--- config.mk ---
export PLATFORM = sky130hd
export DESIGN_NAME = robot_obstacle_avoid_sequencer
export DESIGN_NICKNAME = d
export VERILOG_FILES = /design/src/rtl/core/roas_pkg.sv /design/src/rtl/core/roas_cfg.sv /design/src/rtl/core/roas_core.sv /design/src/rtl/core/robot_obstacle_avoid_sequencer.sv
export SDC_FILE = /design/constraint.sdc
export NUM_CORES = 1
export LEC_CHECK = 0
export BUFFER_PORTS_ARGS = -buffer_cell sky130_fd_sc_hd__buf_2
export CAP_MARGIN = 10
export CORE_MARGIN = 2
export CORE_UTILIZATION = 30
export DETAILED_ROUTE_END_ITERATION = 10
export PLACE_DENSITY = 0.56
export SYNTH_ARGS = -nofsm -noshare
export SYNTH_HDL_FRONTEND = slang
export SYNTH_SLANG_ARGS = --single-unit
--- constraint.sdc ---
create_clock -name clk -period 2.43 [get_ports clk]
set_clock_uncertainty 0.05 [all_clocks]
set_input_delay 0.1215 -clock clk [delete_from_list [all_inputs] [get_ports clk]]
set_output_delay 0.1215 -clock clk [all_outputs]
set_load 0.02 [all_outputs]
--- src/rtl/core/roas_pkg.sv ---
// Shared types and codes for the obstacle-avoidance sequencer.
// Used by roas_cfg, roas_core and the top level; depends on nothing.
`timescale 1ns / 1ps
`default_nettype none

package roas_pkg;

	localparam int TICK_COUNT_WIDTH_DEF = 16;

	localparam int DIST_W     = 10;
	localparam int FWD_W      = 16;
	localparam int ATTEMPT_W  = 4;
	localparam int CFG_IDX_W  = 2;
	localparam int CFG_DATA_W = 16;

	// run modes
	localparam logic [1:0] MODE_HALTED = 2'd0;
	localparam logic [1:0] MODE_MOVING = 2'd1;
	localparam logic [1:0] MODE_AVOID  = 2'd2;

	// avoidance phases
	localparam logic [1:0] PH_ROT_CW  = 2'd0;
	localparam logic [1:0] PH_FORWARD = 2'd1;
	localparam logic [1:0] PH_ROT_CCW = 2'd2;
	localparam logic [1:0] PH_CHECK   = 2'd3;

	// light codes
	localparam logic [1:0] LIGHT_HALTED = 2'd0;
	localparam logic [1:0] LIGHT_MOVING = 2'd1;
	localparam logic [1:0] LIGHT_AVOID  = 2'd2;

	localparam logic [ATTEMPT_W-1:0] ATTEMPT_MAX = 4'd15;

	// register indexes
	localparam logic [CFG_IDX_W-1:0] CFG_THRESHOLD = 2'd0;
	localparam logic [CFG_IDX_W-1:0] CFG_FWD_TICKS = 2'd1;
	localparam logic [CFG_IDX_W-1:0] CFG_ATT_LIMIT = 2'd2;

	// register reset values
	localparam logic [DIST_W-1:0]    THRESHOLD_RST = 10'd20;
	localparam logic [FWD_W-1:0]     FWD_TICKS_RST = 16'd1000;
	localparam logic [ATTEMPT_W-1:0] ATT_LIMIT_RST = 4'd3;

	typedef struct packed {
		logic [DIST_W-1:0]    threshold;
		logic [FWD_W-1:0]     fwd_ticks;
		logic [ATTEMPT_W-1:0] attempt_limit;
	} cfg_t;

	typedef struct packed {
		logic              button;
		logic [DIST_W-1:0] distance;
		logic              rot_done;
	} item_t;

	typedef struct packed {
		logic [1:0] mode;
		logic [1:0] phase;
		logic [1:0] light;
		logic       yaw_rst;
		logic       yaw_int;
	} result_t;

endpackage

`default_nettype wire

--- src/rtl/core/roas_cfg.sv ---
// Configuration register file of the obstacle-avoidance sequencer.
// Depends on roas_pkg.
`timescale 1ns / 1ps
`default_nettype none

module roas_cfg (
	input  wire logic                            clk,
	input  wire logic                            arst_n,
	input  wire logic                            cfg_we,
	input  wire logic [roas_pkg::CFG_IDX_W-1:0]  cfg_index,
	input  wire logic [roas_pkg::CFG_DATA_W-1:0] cfg_data,
	output roas_pkg::cfg_t                       cfg
);

	logic [roas_pkg::DIST_W-1:0]    threshold_q;
	logic [roas_pkg::FWD_W-1:0]     fwd_ticks_q;
	logic [roas_pkg::ATTEMPT_W-1:0] att_limit_q;

	always_ff @(posedge clk or negedge arst_n) begin
		if (!arst_n) begin
			threshold_q <= roas_pkg::THRESHOLD_RST;
			fwd_ticks_q <= roas_pkg::FWD_TICKS_RST;
			att_limit_q <= roas_pkg::ATT_LIMIT_RST;
		end else if (cfg_we) begin
			unique case (cfg_index)
				roas_pkg::CFG_THRESHOLD: threshold_q <= cfg_data[roas_pkg::DIST_W-1:0];
				roas_pkg::CFG_FWD_TICKS: fwd_ticks_q <= cfg_data[roas_pkg::FWD_W-1:0];
				roas_pkg::CFG_ATT_LIMIT: att_limit_q <= cfg_data[roas_pkg::ATTEMPT_W-1:0];
				default: ; // unmapped index, ignored
			endcase
		end
	end

	assign cfg.threshold     = threshold_q;
	assign cfg.fwd_ticks     = fwd_ticks_q;
	assign cfg.attempt_limit = att_limit_q;

endmodule

`default_nettype wire

--- src/rtl/core/roas_core.sv ---
// Mode/phase state machine and tick counters of the sequencer.
// One tick per advance; depends on roas_pkg.
`timescale 1ns / 1ps
`default_nettype none

module roas_core #(
	parameter int TICK_COUNT_WIDTH = roas_pkg::TICK_COUNT_WIDTH_DEF
) (
	input  wire logic       clk,
	input  wire logic       arst_n,
	input  wire logic       advance,
	input  roas_pkg::item_t item,
	input  roas_pkg::cfg_t  cfg,
	output roas_pkg::result_t res
);

	// compare width covers both the counter and the forward_ticks register
	localparam int CMP_W = (TICK_COUNT_WIDTH > roas_pkg::FWD_W) ?
		TICK_COUNT_WIDTH : roas_pkg::FWD_W;

	logic [1:0]                     mode_q, mode_n;
	logic [1:0]                     phase_q, phase_n;
	logic [TICK_COUNT_WIDTH-1:0]    step_q, step_n;
	logic [roas_pkg::ATTEMPT_W-1:0] attempt_q, attempt_n;
	logic [1:0]                     light;
	logic                           yaw_rst, yaw_int;
	logic                           blocked;
	logic                           fwd_more;

	assign blocked  = item.distance < cfg.threshold;
	assign fwd_more = (CMP_W'(step_q) < CMP_W'(cfg.fwd_ticks)) && (step_q != '1);

	always_comb begin
		mode_n    = mode_q;
		phase_n   = phase_q;
		step_n    = step_q;
		attempt_n = attempt_q;
		light     = roas_pkg::LIGHT_HALTED;
		yaw_rst   = 1'b0;
		yaw_int   = 1'b0;
		unique case (mode_q)
			roas_pkg::MODE_MOVING: begin
				light = roas_pkg::LIGHT_MOVING;
				if (item.button)
					mode_n = roas_pkg::MODE_HALTED;
				if (blocked)
					mode_n = roas_pkg::MODE_AVOID;
			end
			roas_pkg::MODE_AVOID: begin
				light = roas_pkg::LIGHT_AVOID;
				if (item.button) begin
					// abort
					mode_n    = roas_pkg::MODE_HALTED;
					phase_n   = roas_pkg::PH_ROT_CW;
					step_n    = '0;
					attempt_n = '0;
				end else begin
					case (phase_q) inside
						roas_pkg::PH_ROT_CW, roas_pkg::PH_ROT_CCW: begin
							// step counter doubles as the yaw-reset-done flag
							if (step_q == '0) begin
								yaw_rst = 1'b1;
								step_n  = TICK_COUNT_WIDTH'(1);
							end
							yaw_int = 1'b1;
							if (item.rot_done) begin
								step_n = '0;
								if (phase_q == roas_pkg::PH_ROT_CW) begin
									phase_n = roas_pkg::PH_FORWARD;
								end else begin
									if (attempt_q < roas_pkg::ATTEMPT_MAX)
										attempt_n = attempt_q + 1'b1;
									phase_n = roas_pkg::PH_CHECK;
								end
							end
						end
						roas_pkg::PH_FORWARD: begin
							if (fwd_more) begin
								step_n = step_q + 1'b1;
							end else begin
								step_n  = '0;
								phase_n = roas_pkg::PH_ROT_CCW;
							end
						end
						default: begin // check
							phase_n = roas_pkg::PH_ROT_CW;
							if (attempt_q >= cfg.attempt_limit) begin
								attempt_n = '0;
								mode_n    = blocked ? roas_pkg::MODE_HALTED : roas_pkg::MODE_MOVING;
							end else if (!blocked) begin
								attempt_n = '0;
								mode_n    = roas_pkg::MODE_MOVING;
							end
						end
					endcase
				end
			end
			default: begin // halted, or the unused code
				light  = roas_pkg::LIGHT_HALTED;
				mode_n = item.button ? roas_pkg::MODE_MOVING : roas_pkg::MODE_HALTED;
			end
		endcase
	end

	always_ff @(posedge clk or negedge arst_n) begin
		if (!arst_n) begin
			mode_q    <= roas_pkg::MODE_HALTED;
			phase_q   <= roas_pkg::PH_ROT_CW;
			step_q    <= '0;
			attempt_q <= '0;
		end else if (advance) begin
			mode_q    <= mode_n;
			phase_q   <= phase_n;
			step_q    <= step_n;
			attempt_q <= attempt_n;
		end
	end

	assign res.mode    = mode_n;
	assign res.phase   = phase_n;
	assign res.light   = light;
	assign res.yaw_rst = yaw_rst;
	assign res.yaw_int = yaw_int;

`ifndef SYNTHESIS
	a_abort_clears: assert property (@(posedge clk) disable iff (!arst_n)
		advance && mode_q == roas_pkg::MODE_AVOID && item.button |=>
		mode_q == roas_pkg::MODE_HALTED && phase_q == roas_pkg::PH_ROT_CW &&
		step_q == '0 && attempt_q == '0)
		else $error("abort did not clear avoidance state");

	a_no_state_change_idle: assert property (@(posedge clk) disable iff (!arst_n)
		!advance |=> $stable(mode_q) && $stable(phase_q) && $stable(step_q) &&
		$stable(attempt_q))
		else $error("state moved without a tick");

	a_mode_legal: assert property (@(posedge clk) disable iff (!arst_n)
		mode_q != 2'd3)
		else $error("unused mode code reached");

	a_yaw_rst_in_rotation: assert property (@(posedge clk) disable iff (!arst_n)
		res.yaw_rst |-> res.yaw_int && mode_q == roas_pkg::MODE_AVOID &&
		(phase_q == roas_pkg::PH_ROT_CW || phase_q == roas_pkg::PH_ROT_CCW))
		else $error("yaw reset outside a rotation phase");
`endif

endmodule

`default_nettype wire

--- src/rtl/core/robot_obstacle_avoid_sequencer.sv ---
// Top level of the obstacle-avoidance sequencer: input register, state logic,
// result register. Depends on roas_pkg, roas_cfg and roas_core.
//
//   channel  | handshake              | payload
//   ---------+------------------------+-----------------------------------------
//   in       | in_valid / in_stall    | button_pressed, obstacle_distance,
//            |                        | rotation_done
//   out      | out_valid / out_stall  | run_mode, avoid_phase, light_code,
//            |                        | yaw_reset_request, yaw_integrate_request
//   cfg      | cfg_valid / cfg_ready  | cfg_index, cfg_data
//
// One tick per clock sustained while out_stall is low; a tick passes the input register,
// then the state update lands in the result register.
// The mode/phase/counter registers are the only loop; they feed back through combinational logic.
// Reset clears state, the valid flags and the registers to their defaults.
// A stalled result beat holds the result register; the input register then
// fills and raises in_stall until the result is taken.
`timescale 1ns / 1ps
`default_nettype none

module robot_obstacle_avoid_sequencer #(
	parameter int TICK_COUNT_WIDTH = roas_pkg::TICK_COUNT_WIDTH_DEF
) (
	input  wire logic                            clk,
	input  wire logic                            arst_n,

	input  wire logic                            in_valid,
	output logic                                 in_stall,
	input  wire logic                            button_pressed,
	input  wire logic [roas_pkg::DIST_W-1:0]     obstacle_distance,
	input  wire logic                            rotation_done,

	output logic                                 out_valid,
	input  wire logic                            out_stall,
	output logic [1:0]                           run_mode,
	output logic [1:0]                           avoid_phase,
	output logic [1:0]                           light_code,
	output logic                                 yaw_reset_request,
	output logic                                 yaw_integrate_request,

	input  wire logic                            cfg_valid,
	output logic                                 cfg_ready,
	input  wire logic [roas_pkg::CFG_IDX_W-1:0]  cfg_index,
	input  wire logic [roas_pkg::CFG_DATA_W-1:0] cfg_data
);

	roas_pkg::cfg_t    cfg;
	roas_pkg::item_t   item_s1;
	roas_pkg::result_t res_c, res_s2;
	logic              valid_s1, valid_s2;
	logic              s2_free, advance, in_take;

	assign cfg_ready = 1'b1;

	roas_cfg u_cfg (
		.clk       (clk),
		.arst_n    (arst_n),
		.cfg_we    (cfg_valid && cfg_ready),
		.cfg_index (cfg_index),
		.cfg_data  (cfg_data),
		.cfg       (cfg)
	);

	assign s2_free  = !valid_s2 || !out_stall;
	assign advance  = valid_s1 && s2_free;
	assign in_stall = valid_s1 && !s2_free;
	assign in_take  = in_valid && !in_stall;

	always_ff @(posedge clk or negedge arst_n) begin
		if (!arst_n) begin
			valid_s1 <= 1'b0;
			valid_s2 <= 1'b0;
		end else begin
			if (in_take)
				valid_s1 <= 1'b1;
			else if (advance)
				valid_s1 <= 1'b0;
			if (s2_free)
				valid_s2 <= valid_s1;
		end
	end

	always_ff @(posedge clk) begin
		if (in_take) begin
			item_s1.button   <= button_pressed;
			item_s1.distance <= obstacle_distance;
			item_s1.rot_done <= rotation_done;
		end
		if (advance)
			res_s2 <= res_c;
	end

	roas_core #(
		.TICK_COUNT_WIDTH (TICK_COUNT_WIDTH)
	) u_core (
		.clk     (clk),
		.arst_n  (arst_n),
		.advance (advance),
		.item    (item_s1),
		.cfg     (cfg),
		.res     (res_c)
	);

	assign out_valid             = valid_s2;
	assign run_mode              = res_s2.mode;
	assign avoid_phase           = res_s2.phase;
	assign light_code            = res_s2.light;
	assign yaw_reset_request     = res_s2.yaw_rst;
	assign yaw_integrate_request = res_s2.yaw_int;

endmodule

`default_nettype wire

==> flow_summary.ini <==
[sta]
timing.hold.ws_ns = 0.0111
period_needed_ns = 2.37
min_period_over_period_pct = 97.6
setup_violations = 0
hold_viol_final = 0
max-slew-margin-rel_pct = 61.8
worst_pin_slew_ns = 0.573
rsz0062_at_grt = yes
report.final.slew_viol_count = 0
timing.fmax_mhz = 422

[finish]
syn_to_final_growth_pct = 31.0
antenna_cells = 0
post-route-util_pct = 40.4
final_area_um2 = 5380
drive_above_1_share_pct = 28.2
instances_no_fill = 676
layout.nets = 563

[worst_hold_path]
timing.hold.worst.class = in -> reg
hold_path_end = u_cfg.threshold_q[1]$_DFFE_PN0P_
holdPathStages = 3
hold_start = cfg_data[1]

[route]
drc_errors = 0
avgViaCountPerCell = 4.83
drtIter0Drc = 144
wl_per_cell_um = 14.2
drt_pass1_iterations = 4
final_antenna_net_count = 0
vias = 3268
wl_um = 9610

[synth]
synthMuxAreaShare_pct = 5.76
yosys_warnings = 0
yosys_most_used_dff = dfrtp_1
synth_cell_types = 55
yosys.area_share.adder_pct = 10.1
async_flop_share_pct = 73.7
yosysTopAreaCellShare_pct = 28.1
yosysTopAreaCell = dfrtp_1
synthTopCellsByCount = dfrtp_1, inv_1, ha_1
synth.most_common_cell = dfrtp_1
synth_top_family_by_area = compound AO/OA/AOI/OAI gates
syn_nets = 459
syn_avg_cell_area_um2 = 10.5
synth-seq-area-share_pct = 49.1
ys_seq_elements = 76
netlist_area_um2 = 4100
synth_edf_count = 20
synth_cells = 391
synth-compound-area-share_pct = 15.2
synth_simple_gate_area_share_pct = 14.5
synth_area_leaders = dfrtp_1, edfxtp_1, ha_1
synthXorXnorAreaFrac_pct = 0

[cts]
insertion_delay_ns = 0.33
clock-sinks = 76
htree_levels = 3
clockRootBuffer = clkbuf_16
clk_pin_slew_ns = 0.06
cts_tree = yes
clockBufferDepth = 2
cts_buffers = 9

[grt]
gr-total-overflow = 0
grt_pass1_vias = 3128
antenna_found_initial = 0
grt_max_degree = 22
track_usage_pct = 13.7
grt_pass1_wl_um = 15500

[job]
drv_cap = 0

[power_and_ir_drop]
powerDensity_nw_per_um2 = 794
vdd_drop_max_mv = 0.473
power.static_leakage_nw = 2.40

[floorplan]
dieArea_um2 = 14600
io_pins = 46
start_util_pct = 30.9
core_area_um2 = 13300
die_h_um = 121
num_rows = 42
die_x_um = 121

[critical_path]
critPathLaunchType = flip-flop
critPathKind = reg -> reg
worstSetupEndpointType = flip-flop
cp-startpoint = u_cfg.fwd_ticks_q[3]$_DFFE_PN1P_
arrival_ns = 2.57
worst_r2r_endpoint = u_core.step_q[6]$_DFFE_PN0P_
reg2regPathDepth = 7
critPathRequiredTime_ns = 2.62
rrSetupSlack_ns = 0.06
r2r-start = u_cfg.fwd_ticks_q[3]$_DFFE_PN1P_
crit_fanout = 6

[place]
dp_hpwl_um = 7120
placed_area_um2 = 4730
gp_congestion = 0.807
placed_cells = 630
port_buffers = 44

[outcome]
status = completed
-- per-stage QoR --
| step | setup WS, ns | setup TNS (ns) | power, mW |
|---|---|---|---|
| after global placement | -0.167 | -0.437 | 2.96 |
| after floorplan | 0.0705 | 0 | 2.54 |
| final | 0.0578 | 0 | 4.27 |
| after detailed placement | -0.187 | -0.610 | 3.00 |
| after CTS | 0.00196 | 0 | 4.25 |
| after global routing | -0.0458 | -0.180 | 4.56 |
-- routing by layer --
| metal | global-route usage [%] | part of all wire [%] |
|---|---|---|
| met5 | 0 | 0 |
| met4 | 6.03 | 2.2 |
| met3 | 2.35 | 3.3 |
| met2 | 22.3 | 48 |
| met1 | 17.9 | 47 |
-- placed cells by master (no fill, tap or decap), drive strengths merged, types with 3 or more instances in the layout --
cell type,n
nor3,9
a21oi,9
nand2b,7
a31oi,5
clkinv,6
edfxtp,20
nor4,7
dfrtp,46
dfstp,10
o2bb2ai,4
a2bb2oi,4
mux2,21
nor2,17
and2,3
o21ai,27
nand2,31
o31ai,5
and3,4
nand3b,3
clkbuf,9
inv,44
a22o,8
dlygate4sd3,28
nand3,15
o2111ai,3
buf,76
or4,4
nand4,8
ha,33
a21o,7
-- state kept, by name, summed over array words and instances, names as in the netlist, 2 cells and up --
name               flops
u_core.phase_q         2
u_core.attempt_q       4
item_s1               12
avoid_phase            2
u_core.mode_q          2
u_cfg.threshold_q     10
u_cfg.fwd_ticks_q     16
light_code             2
u_core.step_q         16
run_mode               2
u_cfg.att_limit_q      4
-- final cells by class --
class                           instances  area (um^2)
Tap cell                              176          220
Multi-Input combinational cell        260         1960
Clock buffer                            9          225
Clock inverter                          7         33.8
Fill cell                            1290         7920
Inverter                               44          165
Timing Repair Buffer                  104          753
Sequential cell                        76         2010
-- repair_timing --
item | CTS | global route
setup endpoints to repair | 10 | 13
endpoints found under the hold margin | 47 | 0
hold buffers | 28 | 0
buffers inserted | 1 | 1
pin swaps | 3 | 6
gates resized for setup | 4 | 16
-- worst max path at each step --
stage | endpoint | slack (ns) | cells past startpoint
floorplan | u_core.step_q[3]$_DFFE_PN0P_ | 0.07 | 9
global route | u_core.step_q[15]$_DFFE_PN0P_ | -0.05 | 8
detailed placement | u_core.mode_q[1]$_DFFE_PN0P_ | -0.19 | 9
finish | u_core.step_q[6]$_DFFE_PN0P_ | 0.06 | 7
global placement | u_core.mode_q[1]$_DFFE_PN0P_ | -0.17 | 9
CTS | u_core.mode_q[1]$_DFFE_PN0P_ | 0.002 | 9
-- kinds of logic after synthesis --
family,count (synthesis)
compound gates,89
simple gates,116
flops,76
mux,21
buf+inv,55
other cells,1
fa+ha+maj,33
-- critical path, cell delays in order, from the launching register on --
cell and delay, ns:
dfstp_2 0.53, inv_2 0.05, ha_4 0.15, or3_1 0.32, o2111ai_2 0.22, nand3_2 0.14, or4_4 0.59, o31ai_2 0.24
-- power breakdown --
| part | switching (mW) | leakage (nW) | internal (mW) |
|---|---|---|---|
| clock network | 0.502 | 0.127 | 0.674 |
| registers | 0.171 | 0.857 | 1.57 |
| logic | 0.731 | 1.41 | 0.624 |
| total | 1.40 | 2.40 | 2.87 |
(Power assumes the default switching activity.)
